<file path="config.mk">
export PLATFORM = sky130hd
export DESIGN_NAME = tga_rle_pixel_decoder_core_flat
export DESIGN_NICKNAME = d
export VERILOG_FILES = /design/src/rtl/tga_rle_pkg.sv /design/src/rtl/tga_rle_if.sv /design/src/rtl/tga_rle_pixel_decoder_core.sv /design/src/rtl/tga_rle_step.sv /design/src/flat_wrapper.sv
export SDC_FILE = /design/constraint.sdc
export NUM_CORES = 1
export LEC_CHECK = 0
export ABC_CLOCK_PERIOD_IN_PS = 7500
export BUFFER_PORTS_ARGS = -buffer_cell sky130_fd_sc_hd__buf_4
export CORE_ASPECT_RATIO = 0.8
export CORE_MARGIN = 1.5
export CORE_UTILIZATION = 45
export DETAILED_ROUTE_END_ITERATION = 6
export PLACE_DENSITY = 0.64
export SYNTH_ARGS = -nofsm -noshare
export SYNTH_HDL_FRONTEND = slang
export SYNTH_SLANG_ARGS = --single-unit
</file>
<file path="constraint.sdc">
create_clock -name clk -period 7.5 [get_ports clk]
set_clock_uncertainty 0.1 [all_clocks]
set_input_delay 0.75 -clock clk [delete_from_list [all_inputs] [get_ports clk]]
set_output_delay 0.75 -clock clk [all_outputs]
set_load 0.05 [all_outputs]
</file>
<file path="src/rtl/tga_rle_pkg.sv">
// Package with the shared types and constants of the TGA RLE pixel decoder.
package tga_rle_pkg;

  // Configuration register indexes.
  localparam logic [1:0] REG_COMPRESSED_MODE = 2'd0;
  localparam logic [1:0] REG_ALPHA_PRESENT   = 2'd1;
  localparam logic [1:0] REG_PIXEL_TOTAL     = 2'd2;

  // Packet header decoding.
  localparam logic [7:0] RUN_HEADER_MIN = 8'd128;
  localparam logic [7:0] RUN_BIAS       = 8'd127;

  typedef struct packed {
    logic        compressed_mode;
    logic        alpha_present;
    logic [31:0] pixel_total;
  } cfg_t;

  typedef struct packed {
    logic        awaiting_header;
    logic        packet_is_run;
    logic [7:0]  packet_left;
    logic [1:0]  byte_slot;
    logic [23:0] color_hold;
    logic [31:0] pixels_done;
    logic        finished_flag;
    logic        error_flag;
  } state_t;

  typedef struct packed {
    logic [7:0]  red;
    logic [7:0]  green;
    logic [7:0]  blue;
    logic [7:0]  alpha;
    logic [7:0]  repeat_count;
    logic [31:0] first_pixel;
    logic        image_done;
    logic        overflow_error;
  } result_t;

  localparam cfg_t CFG_RESET = '{
    compressed_mode: 1'b1,
    alpha_present:   1'b0,
    pixel_total:     32'd1
  };

  localparam state_t STATE_RESET = '{
    awaiting_header: 1'b1,
    packet_is_run:   1'b0,
    packet_left:     8'd0,
    byte_slot:       2'd0,
    color_hold:      24'd0,
    pixels_done:     32'd0,
    finished_flag:   1'b0,
    error_flag:      1'b0
  };

endpackage

</file>
<file path="src/rtl/tga_rle_if.sv">
// Valid/ready stream interfaces for the decoder's byte input and pixel result channels.
interface tga_rle_in_if;
  logic       valid;
  logic       ready;
  logic       image_start;
  logic [7:0] data_byte;

  modport source (output valid, output image_start, output data_byte, input ready);
  modport sink (input valid, input image_start, input data_byte, output ready);
endinterface

interface tga_rle_out_if;
  logic        valid;
  logic        ready;
  logic [7:0]  red;
  logic [7:0]  green;
  logic [7:0]  blue;
  logic [7:0]  alpha;
  logic [7:0]  repeat_count;
  logic [31:0] first_pixel;
  logic        image_done;
  logic        overflow_error;

  modport source (
    output valid, output red, output green, output blue, output alpha,
    output repeat_count, output first_pixel, output image_done, output overflow_error,
    input ready
  );
  modport sink (
    input valid, input red, input green, input blue, input alpha,
    input repeat_count, input first_pixel, input image_done, input overflow_error,
    output ready
  );
endinterface

</file>
<file path="src/rtl/tga_rle_pixel_decoder_core.sv">
// Top level of the TGA RLE pixel decoder: input stage, decode state and result register.
//
//   Channel     Direction  Handshake        Moves per transfer
//   in_stream   in         valid / ready    image_start, data_byte
//   out_stream  out        valid / ready    red, green, blue, alpha, repeat_count,
//                                           first_pixel, image_done, overflow_error
//   cfg_*       in         cfg_we only      register index and 32-bit write data
//
// One byte is taken per cycle while out_stream does not stall: the throughput is set
// by the single decode step between the input stage register and the result register.
// A byte is held in the input stage register, then decoded into the result register
// once that is free or emptying; its pixel is transferred out from there.
// Reset is synchronous on rst_n low and restores the configuration defaults and
// the decoder state of a fresh image.
// While a result waits on out_stream, one more byte is still taken into the
// input stage; only then does in_stream.ready drop.
module tga_rle_pixel_decoder_core (
  input  logic                clk,
  input  logic                rst_n,
  tga_rle_in_if.sink          in_stream,
  tga_rle_out_if.source       out_stream,
  input  logic                cfg_we,
  input  logic [1:0]          cfg_index,
  input  logic [31:0]         cfg_wdata
);

  // Configuration registers.
  tga_rle_pkg::cfg_t cfg_r;

  always_ff @(posedge clk) begin
    if (!rst_n) begin
      cfg_r <= tga_rle_pkg::CFG_RESET;
    end else if (cfg_we) begin
      unique case (cfg_index)
        tga_rle_pkg::REG_COMPRESSED_MODE: cfg_r.compressed_mode <= cfg_wdata[0];
        tga_rle_pkg::REG_ALPHA_PRESENT:   cfg_r.alpha_present <= cfg_wdata[0];
        tga_rle_pkg::REG_PIXEL_TOTAL:     cfg_r.pixel_total <= cfg_wdata;
        default: ;
      endcase
    end
  end

  // Input stage: one byte held ahead of the decode step.
  logic       stg_valid_r;
  logic       stg_start_r;
  logic [7:0] stg_byte_r;
  logic       out_valid_r;
  logic       adv;
  logic       fire;
  logic       in_fire;

  // The decode step may run whenever the result register is free or emptying.
  assign adv = !out_valid_r || out_stream.ready;
  assign fire = stg_valid_r && adv;
  assign in_stream.ready = !stg_valid_r || adv;
  assign in_fire = in_stream.valid && in_stream.ready;

  always_ff @(posedge clk) begin
    if (!rst_n) begin
      stg_valid_r <= 1'b0;
    end else if (in_stream.ready) begin
      stg_valid_r <= in_stream.valid;
    end
  end

  always_ff @(posedge clk) begin
    if (in_fire) begin
      stg_start_r <= in_stream.image_start;
      stg_byte_r <= in_stream.data_byte;
    end
  end

  // Decoder state and the per-byte step.
  tga_rle_pkg::state_t  state_r;
  tga_rle_pkg::state_t  state_nxt;
  tga_rle_pkg::result_t result_nxt;
  tga_rle_pkg::result_t result_r;
  logic                 emit;

  tga_rle_step u_step (
    .cfg_i         (cfg_r),
    .state_i       (state_r),
    .image_start_i (stg_start_r),
    .data_byte_i   (stg_byte_r),
    .state_o       (state_nxt),
    .emit_o        (emit),
    .result_o      (result_nxt)
  );

  always_ff @(posedge clk) begin
    if (!rst_n) begin
      state_r <= tga_rle_pkg::STATE_RESET;
    end else if (fire) begin
      state_r <= state_nxt;
    end
  end

  // Result register.
  always_ff @(posedge clk) begin
    if (!rst_n) begin
      out_valid_r <= 1'b0;
    end else if (adv) begin
      out_valid_r <= fire && emit;
    end
  end

  always_ff @(posedge clk) begin
    if (fire && emit) begin
      result_r <= result_nxt;
    end
  end

  assign out_stream.valid = out_valid_r;
  assign out_stream.red = result_r.red;
  assign out_stream.green = result_r.green;
  assign out_stream.blue = result_r.blue;
  assign out_stream.alpha = result_r.alpha;
  assign out_stream.repeat_count = result_r.repeat_count;
  assign out_stream.first_pixel = result_r.first_pixel;
  assign out_stream.image_done = result_r.image_done;
  assign out_stream.overflow_error = result_r.overflow_error;

  // An open packet always has pixels left in it.
  a_packet_open: assert property (@(posedge clk) disable iff (!rst_n)
    !state_r.awaiting_header |-> state_r.packet_left != 8'd0)
    else $error("open packet with no pixels left");

  // A result that finishes the image covers at least one pixel.
  a_done_nonempty: assert property (@(posedge clk) disable iff (!rst_n)
    out_valid_r && result_r.image_done |-> result_r.repeat_count != 8'd0)
    else $error("image done on an empty result");

  // A result that covers no pixel is always an overflow.
  a_empty_is_error: assert property (@(posedge clk) disable iff (!rst_n)
    out_valid_r && result_r.repeat_count == 8'd0 |-> result_r.overflow_error)
    else $error("empty result without overflow flag");

  // The error flag is cleared only by the start of a new image.
  a_error_sticky: assert property (@(posedge clk) disable iff (!rst_n)
    state_r.error_flag && !(fire && stg_start_r) |=> state_r.error_flag)
    else $error("error flag dropped without image start");

endmodule

</file>
<file path="src/rtl/tga_rle_step.sv">
// Next-state and result logic for one input byte (packet header or pixel data) of the TGA RLE decoder.
module tga_rle_step (
  input  tga_rle_pkg::cfg_t    cfg_i,
  input  tga_rle_pkg::state_t  state_i,
  input  logic                 image_start_i,
  input  logic [7:0]           data_byte_i,
  output tga_rle_pkg::state_t  state_o,
  output logic                 emit_o,
  output tga_rle_pkg::result_t result_o
);

  tga_rle_pkg::state_t s;
  tga_rle_pkg::state_t nxt;
  logic [23:0] take_color;
  logic [1:0]  take_slot;
  logic        take_done;
  logic [7:0]  wanted;
  logic [31:0] left_px;
  logic        over;
  logic [7:0]  n;
  logic        done_now;
  logic        emit;
  logic [7:0]  raw_left_dec;

  always_comb begin
    s = image_start_i ? tga_rle_pkg::STATE_RESET : state_i;
    nxt = s;
    emit = 1'b0;
    wanted = 8'd1;
    raw_left_dec = s.packet_left - 8'd1;

    // Byte collection into the B, G, R(, A) slots.
    take_color = s.color_hold;
    take_slot = 2'd0;
    take_done = 1'b0;
    case (s.byte_slot)
      2'd0: begin
        take_color[7:0] = data_byte_i;
        take_slot = 2'd1;
      end
      2'd1: begin
        take_color[15:8] = data_byte_i;
        take_slot = 2'd2;
      end
      2'd2: begin
        take_color[23:16] = data_byte_i;
        if (cfg_i.alpha_present) begin
          take_slot = 2'd3;
        end else begin
          take_done = 1'b1;
        end
      end
      default: begin
        take_done = 1'b1;
      end
    endcase

    if (!cfg_i.compressed_mode) begin
      if (!s.finished_flag) begin
        nxt.color_hold = take_color;
        nxt.byte_slot = take_slot;
        emit = take_done;
      end
    end else if (s.awaiting_header) begin
      if (!s.finished_flag) begin
        if (data_byte_i < tga_rle_pkg::RUN_HEADER_MIN) begin
          nxt.packet_is_run = 1'b0;
          nxt.packet_left = data_byte_i + 8'd1;
        end else begin
          nxt.packet_is_run = 1'b1;
          nxt.packet_left = data_byte_i - tga_rle_pkg::RUN_BIAS;
        end
        nxt.awaiting_header = 1'b0;
        nxt.byte_slot = 2'd0;
      end
    end else begin
      nxt.color_hold = take_color;
      nxt.byte_slot = take_slot;
      if (take_done) begin
        emit = 1'b1;
        if (s.packet_is_run) begin
          wanted = s.packet_left;
          nxt.packet_left = 8'd0;
          nxt.awaiting_header = 1'b1;
        end else begin
          nxt.packet_left = raw_left_dec;
          if (raw_left_dec == 8'd0) begin
            nxt.awaiting_header = 1'b1;
          end
        end
      end
    end

    // Clip against the pixels still left in the image.
    left_px = (cfg_i.pixel_total > s.pixels_done) ? (cfg_i.pixel_total - s.pixels_done) : 32'd0;
    over = {24'd0, wanted} > left_px;
    n = over ? left_px[7:0] : wanted;
    done_now = (n != 8'd0) && ({24'd0, n} == left_px);

    if (emit) begin
      if (over) begin
        nxt.error_flag = 1'b1;
      end
      nxt.pixels_done = s.pixels_done + {24'd0, n};
      if (done_now) begin
        nxt.finished_flag = 1'b1;
      end
    end

    state_o = nxt;
    emit_o = emit;
    result_o.red = nxt.color_hold[23:16];
    result_o.green = nxt.color_hold[15:8];
    result_o.blue = nxt.color_hold[7:0];
    result_o.alpha = cfg_i.alpha_present ? data_byte_i : 8'd0;
    result_o.repeat_count = n;
    result_o.first_pixel = s.pixels_done;
    result_o.image_done = done_now;
    result_o.overflow_error = nxt.error_flag;
  end

endmodule
</file>
<file path="src/flat_wrapper.sv">
// flat-port wrapper written by rule: the top's interface ports become plain ports
module tga_rle_pixel_decoder_core_flat 
  (clk, rst_n, cfg_we, cfg_index, cfg_wdata, in_stream_valid, in_stream_image_start, in_stream_data_byte, in_stream_ready, out_stream_valid, out_stream_red, out_stream_green, out_stream_blue, out_stream_alpha, out_stream_repeat_count, out_stream_first_pixel, out_stream_image_done, out_stream_overflow_error, out_stream_ready);
  tga_rle_in_if in_stream_i ();
  tga_rle_out_if out_stream_i ();
  input  logic clk;
  input  logic rst_n;
  input  logic cfg_we;
  input  logic [1:0] cfg_index;
  input  logic [31:0] cfg_wdata;
  input wire logic [$bits(in_stream_i.valid)-1:0] in_stream_valid;
  input wire logic [$bits(in_stream_i.image_start)-1:0] in_stream_image_start;
  input wire logic [$bits(in_stream_i.data_byte)-1:0] in_stream_data_byte;
  output wire logic [$bits(in_stream_i.ready)-1:0] in_stream_ready;
  output wire logic [$bits(out_stream_i.valid)-1:0] out_stream_valid;
  output wire logic [$bits(out_stream_i.red)-1:0] out_stream_red;
  output wire logic [$bits(out_stream_i.green)-1:0] out_stream_green;
  output wire logic [$bits(out_stream_i.blue)-1:0] out_stream_blue;
  output wire logic [$bits(out_stream_i.alpha)-1:0] out_stream_alpha;
  output wire logic [$bits(out_stream_i.repeat_count)-1:0] out_stream_repeat_count;
  output wire logic [$bits(out_stream_i.first_pixel)-1:0] out_stream_first_pixel;
  output wire logic [$bits(out_stream_i.image_done)-1:0] out_stream_image_done;
  output wire logic [$bits(out_stream_i.overflow_error)-1:0] out_stream_overflow_error;
  input wire logic [$bits(out_stream_i.ready)-1:0] out_stream_ready;
  assign in_stream_i.valid = in_stream_valid;
  assign in_stream_i.image_start = in_stream_image_start;
  assign in_stream_i.data_byte = in_stream_data_byte;
  assign in_stream_ready = in_stream_i.ready;
  assign out_stream_valid = out_stream_i.valid;
  assign out_stream_red = out_stream_i.red;
  assign out_stream_green = out_stream_i.green;
  assign out_stream_blue = out_stream_i.blue;
  assign out_stream_alpha = out_stream_i.alpha;
  assign out_stream_repeat_count = out_stream_i.repeat_count;
  assign out_stream_first_pixel = out_stream_i.first_pixel;
  assign out_stream_image_done = out_stream_i.image_done;
  assign out_stream_overflow_error = out_stream_i.overflow_error;
  assign out_stream_i.ready = out_stream_ready;
  tga_rle_pixel_decoder_core u_core (.clk(clk), .rst_n(rst_n), .in_stream(in_stream_i), .out_stream(out_stream_i), .cfg_we(cfg_we), .cfg_index(cfg_index), .cfg_wdata(cfg_wdata));
endmodule
</file>
==> out/metrics.cfg, run 1 <==
[final_layout]
stdcell_count=1737
nFillCells=2192
mostFrequentLayoutCells=nand2_1, buf_4, dfxtp_1
drive_gt1_share_pct=15.87
final_nets=1512
final_area_mm2=0.01297
final_common_cell=nand2_1
area_growth_pct=17.77

[placed_design]
placed_cells=1704
gp_congestion=0.9738
dpl.hpwl_um=22520
portBuffers=123
dpl-instance-area_mm2=0.01233

[floorplan]
pin_count=124
die_area_mm2=0.02542
fp-row-count=50
core_area_mm2=0.02371
start_util_pct=46.44
die_y_um=142.9
chipWidth_um=177.9

[setup_path]
critPathSlowestCell=ha_1
worstPathArrival_ps=7410
rr_startpoint=u_core.stg_start_r
critical_path_class=reg2reg
cp_common_cell=nand2_1
cp-start-kind=flip-flop
rr_worst_depth=28
worst-path-max-fanout=15
regToRegSetupSlack_ps=330
crit_path_max_incr_delay_ps=570
endpoint_kind=flip-flop
worstReg2RegEnd=u_core.state_r[20]
required_ps=7740

[grt]
antenna_found_initial=0
grt_pass1_vias=9145
grt-ovfl-total=0
grt_usage_pct=24.93
grt_max_degree=114
grt_pass1_wl_um=49590

[sta]
period_minus_slack_ps=7173
slew_viol_final=0
slew_headroom_pct=24.69
max_freq_ghz=0.1394
finalHoldViolations=0
setup_viol=0
fin_crit_sh_pct=95.64
worst_slew_pin_slew_ps=1130
hold_ws_ps=363.6

[clocking]
cts_tree=done
cts_max_path_buffers=2
ctsRootBufferMaster=clkbuf_16
cts_sinks=189
holdBufCountCts=0
clkTransAtPathRegs_ps=80
cts_htree_levels=4
insertion_delay_ps=450
numCtsBuffers=17

[routing]
dr.pass1.iters=5
wl_per_cell_um=17.73
route.detailed.drc=0
vias_per_cell=5.561
wl_um=30790
drtAntennaViolNets=0
vias=9660
drtIter0Drc=683

[hold_path]
whs_path_depth=2
holdPathEnd=u_core.state_r[0]
hp-start=u_core.state_r[0]
min_path_type=reg2reg

[logic_synthesis]
yosysUniqueCellTypes=86
yosysSeqAreaShare_pct=41.90
synth_edf_count=83
syn_inst=1298
ys.flop_type=dfxtp_1
yosys_register_bits=189
ys_top_cells_by_area=edfxtp_1, dfxtp_1, nand2_1
synth_nets=1399
ys_async_sr_fraction_pct=0
synth_area_leader_cell=edfxtp_1
synth_fa_ha_area_share_pct=6.158
synth_top_family_by_area=simple AND/OR/NAND/NOR gates
syn_avg_cell_area_um2=8.484
synth_simple_gate_area_share_pct=23.85
yosysTopAreaCellShare_pct=22.63
synth_xor_area_share_pct=4.056
synth.mux.area_fraction_pct=1.420
syn_area_mm2=0.01101
synth_compound_area_share_pct=18.24
synth_warnings=0

[power]
p_per_area_mw_per_mm2=191.8
leakagePower_nw=5.329
ir_worst_vdd_uv=149.5

[run]
maxCapViolCount=0

[run_status]
status=finished clean

==> metal layers <==
layer	part of all wire [%]	vias to the layer above	global-route usage, %
met4	2.0	0	7.253
met1	49	4562	36.46
met2	44	272	38.07
met3	4.8	49	3.514
met5	0	-	0
li1	-	4777	-
==> cell families after synthesis <==
logic type | count (synthesis)
buffers and inverters | 124
AOI/OAI and AO/OA | 306
DFF | 189
xor gates and xnor gates | 51
and+or+nand+nor | 560
muxes | 15
adders and majority gates | 53
==> synth_stat cells, types with 4 or more instances <==
cell        n
edfxtp_1   83
o21bai_1    6
o21a_1      5
nor2_1     82
clkbuf_1   52
buf_2       4
dfxtp_1   106
o211ai_1    5
nand4_1    17
xor2_1     20
nor3b_1    13
a22oi_1    10
nand3_1    27
and2_1     30
o21ai_0    82
o21ai_1     4
nor2b_1    27
buf_1       5
nor3_1     23
nand2b_1    6
or3_1       4
a211oi_1    7
ha_1       51
a21o_1      7
a221o_1     4
and3_1     10
a31oi_1     9
inv_1      61
nand2_1   283
xnor2_1    31
or4_1       5
o22ai_1     6
mux2i_1    13
nor4_1      9
a21oi_1    70
a21boi_0   52
==> sequential cells by signal, indices dropped and copies added (netlist names) <==
register,cells
u_core.cfg_r,34
u_core.out_stream.alpha,8
u_core.out_stream.blue,8
u_core.out_stream.first_pixel,32
u_core.out_stream.green,8
u_core.out_stream.image_done,1
u_core.out_stream.overflow_error,1
u_core.out_stream.red,8
u_core.out_stream.repeat_count,8
u_core.out_stream.valid,1
u_core.state_r,70
u_core.stg_byte_r,8
u_core.stg_start_r,1
u_core.stg_valid_r,1
==> worst max path at each step <==
stage / start / to / slack (ps) / cells after the start
2_1_floorplan: u_core.stg_start_r / u_core.state_r[18] / 40 / 38
3_3_place_gp: u_core.stg_start_r / u_core.state_r[33] / 280 / 29
3_5_place_dp: u_core.stg_start_r / u_core.state_r[33] / 330 / 30
4_1_cts: u_core.stg_start_r / u_core.state_r[33] / 290 / 30
5_1_grt: u_core.stg_start_r / u_core.state_r[20] / -10 / 29
6_report: u_core.stg_start_r / u_core.state_r[20] / 330 / 28
==> final cells by class <==
| type | instances | area, um^2 | share of cell area [%] |
|---|---|---|---|
| diodes | 1 | 2.502 | 0.01930 |
| clock buffers | 18 | 439.2 | 3.386 |
| clock inverters | 14 | 168.9 | 1.302 |
| inverters | 61 | 231.5 | 1.785 |
| multi-input cells | 985 | 5943 | 45.83 |
| flip-flops and latches | 189 | 4614 | 35.58 |
| well taps | 312 | 390.4 | 3.010 |
| repair buffers | 157 | 1179 | 9.088 |
==> worst max-delay path, delay by kind of cell, from the launching register on <==
family / cells / cell delay [ps]
AOI/OAI and AO/OA: 12 / 2570
xor gates and xnor gates: 1 / 120
adders and majority gates: 3 / 1180
buffers and inverters: 2 / 450
DFF: 1 / 440
muxes: 1 / 340
and+or+nand+nor: 9 / 1850
==> what timing repair did <==
action                     4_1_cts  5_1_grt
buffers inserted                 0        0
resized for setup                0        8
setup endpoints to repair        0       15
==> where the power goes <==
group / internal (mW) / switching, mW / total (mW)
Clock: 0.461 / 0.468 / 0.929
Sequential: 1.09 / 0.0261 / 1.11
Combinational: 0.188 / 0.259 / 0.447
==> through the flow <==
step | setup slack, ps | power [mW] | util, % | setup TNS (ps)
floorplan | 37.85 | 1.436 | - | 0
global placement | 284.7 | 1.572 | 52.00 | 0
detailed placement | 334.4 | 1.570 | 52.00 | 0
CTS | 292.9 | 2.500 | 54.56 | 0
global route | -11.04 | 2.593 | 54.69 | -22.03
finish | 327.0 | 2.488 | 54.70 | 0
No activity file was read; power rests on OpenSTA's default activity.
==> run 2, diff against run 1 <==
--- a/config.mk
+++ b/config.mk
@@ -10,8 +10,11 @@
 export CORE_ASPECT_RATIO = 0.8
 export CORE_MARGIN = 1.5
 export CORE_UTILIZATION = 45
+export CTS_BUF_LIST = sky130_fd_sc_hd__clkbuf_8 sky130_fd_sc_hd__clkbuf_16
 export DETAILED_ROUTE_END_ITERATION = 6
 export PLACE_DENSITY = 0.64
+export SETUP_SLACK_MARGIN = 0.1
+export SLEW_MARGIN = 5
 export SYNTH_ARGS = -nofsm -noshare
 export SYNTH_HDL_FRONTEND = slang
 export SYNTH_SLANG_ARGS = --single-unit
==> out/metrics.cfg, run 2 (synthesis results as in run 1) <==
[run_status]
status=finished clean

[placed_design]
dpl-instance-area_mm2=0.01228
portBuffers=123
post-place-ws_ps=339.9
placed_cells=1697
gp_congestion=1.028
dpl.hpwl_um=22720

[routing]
dr.pass1.iters=5
wl_um=31200
wl_per_cell_um=18.02
vias_per_cell=5.624
drtIter0Drc=884
route.detailed.drc=0
drtAntennaViolNets=0
vias=9735

[setup_path]
worst-path-max-fanout=27
endpoint_kind=flip-flop
critPathSlowestCell=edfxtp_1
cp-startpoint=u_core.stg_start_r
crit_path_end=u_core.state_r[20]
worstReg2RegEnd=u_core.state_r[20]
critical_path_class=reg2reg
regToRegSetupSlack_ps=600
worst-path-stages=32
crit_family=compound AO/OA/AOI/OAI gates
crit_path_max_incr_delay_ps=430
path_buf_inv=3
rr_startpoint=u_core.stg_start_r
cp_common_cell=a21oi_2
required_ps=7720
cp-start-kind=flip-flop
worstPathArrival_ps=7120
rr_worst_depth=32

[sta]
slew_headroom_pct=23.95
hold_ws_ps=367.9
max_freq_ghz=0.1449
period_minus_slack_ps=6902
setup_viol=0
finalHoldViolations=0
fin_crit_sh_pct=92.03
slew_viol_final=0
tns_ps=0
worst_slack_ps=597.6
worst_slew_pin_slew_ps=1141
rsz0062_at_grt=false

[grt]
grt_pass1_wl_um=49370
grt_pass1_vias=8975
antenna_found_initial=0
grt_max_degree=114
grt-ovfl-total=0
grt_usage_pct=25.04

[final_layout]
top_register=u_core.state_r
area_growth_pct=17.37
nFillCells=2239
final_common_cell=nand2_1
antenna_cells=0
final_area_mm2=0.01292
stdcell_count=1731
largest_reg_flops=70
drive_gt1_share_pct=15.50
regArea_mm2=0.004614
multi_input_area_mm2=0.005933
final_nets=1507
mostFrequentLayoutCells=nand2_1, buf_4, dfxtp_1

[clocking]
cts_max_path_buffers=2
numCtsBuffers=17
cts_htree_levels=4
ctsRootBufferMaster=clkbuf_16
cts_sinks=189
clkTransAtPathRegs_ps=80
cts_tree=done
holdBufCountCts=0
insertion_delay_ps=450

[power]
ir_worst_vdd_uv=161.7
leakagePower_nw=5.304
p_per_area_mw_per_mm2=192.7

[floorplan]
die_y_um=142.9
chipWidth_um=177.9
core_area_mm2=0.02371
start_util_pct=46.44
fp-row-count=50
die_area_mm2=0.02542
pin_count=124

[run]
maxCapViolCount=0

[hold_path]
min_path_type=reg2reg

[run 2: cell types whose count changed in the layout (fill, tap and decap cells not counted), moves of 2 or more]
cell / change
inv_4: +2
clkinv_2: -2
buf_4: -5
inv_6: -3
[run 2: worst min path at each step]
| stage | start | endpoint | slack [ps] | cells past startpoint |
|---|---|---|---|---|
| floorplan | u_core.state_r[0] | u_core.state_r[0] | 340 | 2 |
| global placement | u_core.state_r[0] | u_core.state_r[0] | 340 | 2 |
| detailed placement | u_core.state_r[43] | u_core.state_r[43] | 360 | 2 |
| CTS | in_stream_data_byte[0] | u_core.stg_byte_r[0] | 370 | 1 |
| global route | in_stream_data_byte[0] | u_core.stg_byte_r[0] | 360 | 1 |
| finish | u_core.state_r[43] | u_core.state_r[43] | 370 | 2 |
[run 2: layer usage]
| layer | GRT usage, % | part of all wire (%) | vias up |
|---|---|---|---|
| li1 | - | - | 4785 |
| met1 | 35.75 | 47 | 4606 |
| met2 | 39.73 | 46 | 319 |
| met3 | 4.127 | 5.6 | 25 |
| met4 | 5.396 | 1.0 | 0 |
| met5 | 0 | 0 | - |
[run 2: through the flow]
stage / util [%] / total power [mW]
global route: 54.51 / 2.597
finish: 54.51 / 2.490
floorplan: - / 1.436
global placement: 51.78 / 1.576
CTS: 54.36 / 2.494
detailed placement: 51.78 / 1.570
[run 2: power breakdown]
part           internal [mW]  leakage (nW)  switching (mW)  total [mW]
clock                  0.457         0.294           0.476       0.933
sequential              1.09          1.69          0.0259        1.11
combinational          0.183          3.32           0.263       0.446
total                   1.72          5.30           0.765        2.49
[run 2: what timing repair did]
item                                    4_1_cts  5_1_grt
gates resized for setup                       0        8
endpoints found under the setup margin        0       16
buffers inserted                              0        2
[run 2: worst reg2reg max path: cells and delay by family (launching register included)]
| family | cells | cell delay (ps) |
|---|---|---|
| xor+xnor | 1 | 110 |
| buf+inv | 3 | 530 |
| mux | 1 | 340 |
| fa+ha+maj | 4 | 1350 |
| simple gates | 9 | 1290 |
| flops | 1 | 430 |
| compound gates | 14 | 2650 |
[run 2: final cells by class]
cell class	count	area share, %
Multi-Input combinational cell	985	45.91
Sequential cell	189	35.70
Timing Repair Buffer	152	8.829
Clock buffer	17	3.291
Tap cell	312	3.020
Inverter	61	1.801
Clock inverter	15	1.452
==> run 3, diff against run 2 <==
--- a/config.mk
+++ b/config.mk
@@ -12,6 +12,7 @@
 export CORE_UTILIZATION = 45
 export CTS_BUF_LIST = sky130_fd_sc_hd__clkbuf_8 sky130_fd_sc_hd__clkbuf_16
 export DETAILED_ROUTE_END_ITERATION = 6
+export MAX_ROUTING_LAYER = met4
 export PLACE_DENSITY = 0.64
 export SETUP_SLACK_MARGIN = 0.1
 export SLEW_MARGIN = 5
==> out/metrics.cfg, run 3 (synthesis results as in run 1) <==
[run_status]
status=finished clean

[final_layout]
drive_gt1_share_pct=15.64
final_area_mm2=0.01294
area_growth_pct=17.50
postLayoutCoreUtil_pct=54.57
largest_reg_flops=70
mostFrequentLayoutCells=nand2_1, buf_4, dfxtp_1
nFillCells=2188
antenna_cells=0
final_common_cell=nand2_1
stdcell_count=1731
final_nets=1507
top_register=u_core.state_r

[sta]
slew_headroom_pct=29.42
period_minus_slack_ps=6876
hold_ws_ps=369.3
max_freq_ghz=0.1454
worst_slew_pin_slew_ps=1056
rsz0062_at_grt=false
slew_viol_final=0
setup_viol=0
tns_ps=0
fin_crit_sh_pct=91.68
finalHoldViolations=0
worst_slack_ps=623.7

[placed_design]
gp_congestion=1.002
placed_cells=1699
dpl.hpwl_um=23030
dpl-instance-area_mm2=0.01229
portBuffers=123
post-place-ws_ps=320.5

[floorplan]
die_area_mm2=0.02542
chipWidth_um=177.9
core_area_mm2=0.02371
pin_count=124
die_y_um=142.9
start_util_pct=46.44
fp-row-count=50

[routing]
drtAntennaViolNets=0
vias_per_cell=5.627
dr.pass1.iters=5
wl_per_cell_um=18.16
drtIter0Drc=1081
route.detailed.drc=0
vias=9740
wl_um=31430

[clocking]
ctsResizeCount=0
holdBufCountCts=0
postCtsSetupBuffers=0
cts_htree_levels=4
cts_tree=done
insertion_delay_ps=440
numCtsBuffers=17
clkTransAtPathRegs_ps=90
cts_sinks=189
ctsRootBufferMaster=clkbuf_16
cts_max_path_buffers=2

[grt]
grt_pass1_wl_um=49110
grt_pass1_vias=8877
grt-ovfl-total=0
grt_max_degree=114
antenna_found_initial=0
grt_usage_pct=25.81

[power]
leakagePower_nw=5.309
ir_worst_vdd_uv=110.3
power.total_mw=2.503
p_per_area_mw_per_mm2=193.5

[setup_path]
critPathSlowestCell=nor4_4
worstPathArrival_ps=7100
crit_path_max_incr_delay_ps=490
cp-start-kind=flip-flop
required_ps=7720
endpoint_kind=flip-flop
critical_path_class=reg2reg
cp-startpoint=u_core.stg_start_r
worst-path-max-fanout=27
rr_startpoint=u_core.stg_start_r

[hold_path]
min_path_type=reg2reg
hp-start=u_core.state_r[44]

[run]
maxCapViolCount=0

run 3: changes by cell type in the layout (fill, tap and decap cells not counted), sizes merged:
cell / previous run / this run
clkinv: 8 / 11
inv: 67 / 65
clkinvlp: 1 / 0
run 3: worst paths after layout:
kind / end / slack, ps / cells after the start
worst max-delay path: u_core.state_r[20] / 620 / 28
worst min-delay path: u_core.state_r[44] / 370 / 2
worst max register to register: u_core.state_r[20] / 620 / 28
worst min register to register: u_core.state_r[44] / 370 / 2
run 3: critical path: cells and delay by family (launching register included):
family | cells | cell delay [ps]
AO/OA/AOI/OAI | 12 | 2630
XOR/XNOR | 1 | 120
adder cells (fa/ha/maj) | 3 | 1010
buffers and inverters | 2 | 330
flip-flops | 1 | 410
multiplexers | 1 | 340
AND/OR/NAND/NOR | 9 | 1840
run 3: per-layer routing:
layer / part of all wire [%] / vias to the layer above / GRT usage, %
met2: 45 / 354 / 38.40
met4: 1.6 / 0 / 6.678
met5: 0 / - / -
met3: 5.7 / 40 / 3.781
li1: - / 4756 / -
met1: 48 / 4590 / 36.64
run 3: final cells by class:
class	instances	area (um^2)	area share, %
multi-input combinational	985	5942	45.92
sequential	189	4614	35.66
timing repair buffer	152	1141	8.819
clock buffer	17	425.4	3.288
tap	312	390.4	3.017
inverter	61	231.5	1.789
clock inverter	15	193.9	1.499
run 3: power by group:
group / total, mW / internal [mW] / switching [mW]
Sequential: 1.11 / 1.09 / 0.0265
Combinational: 0.454 / 0.186 / 0.268
Clock: 0.938 / 0.457 / 0.481
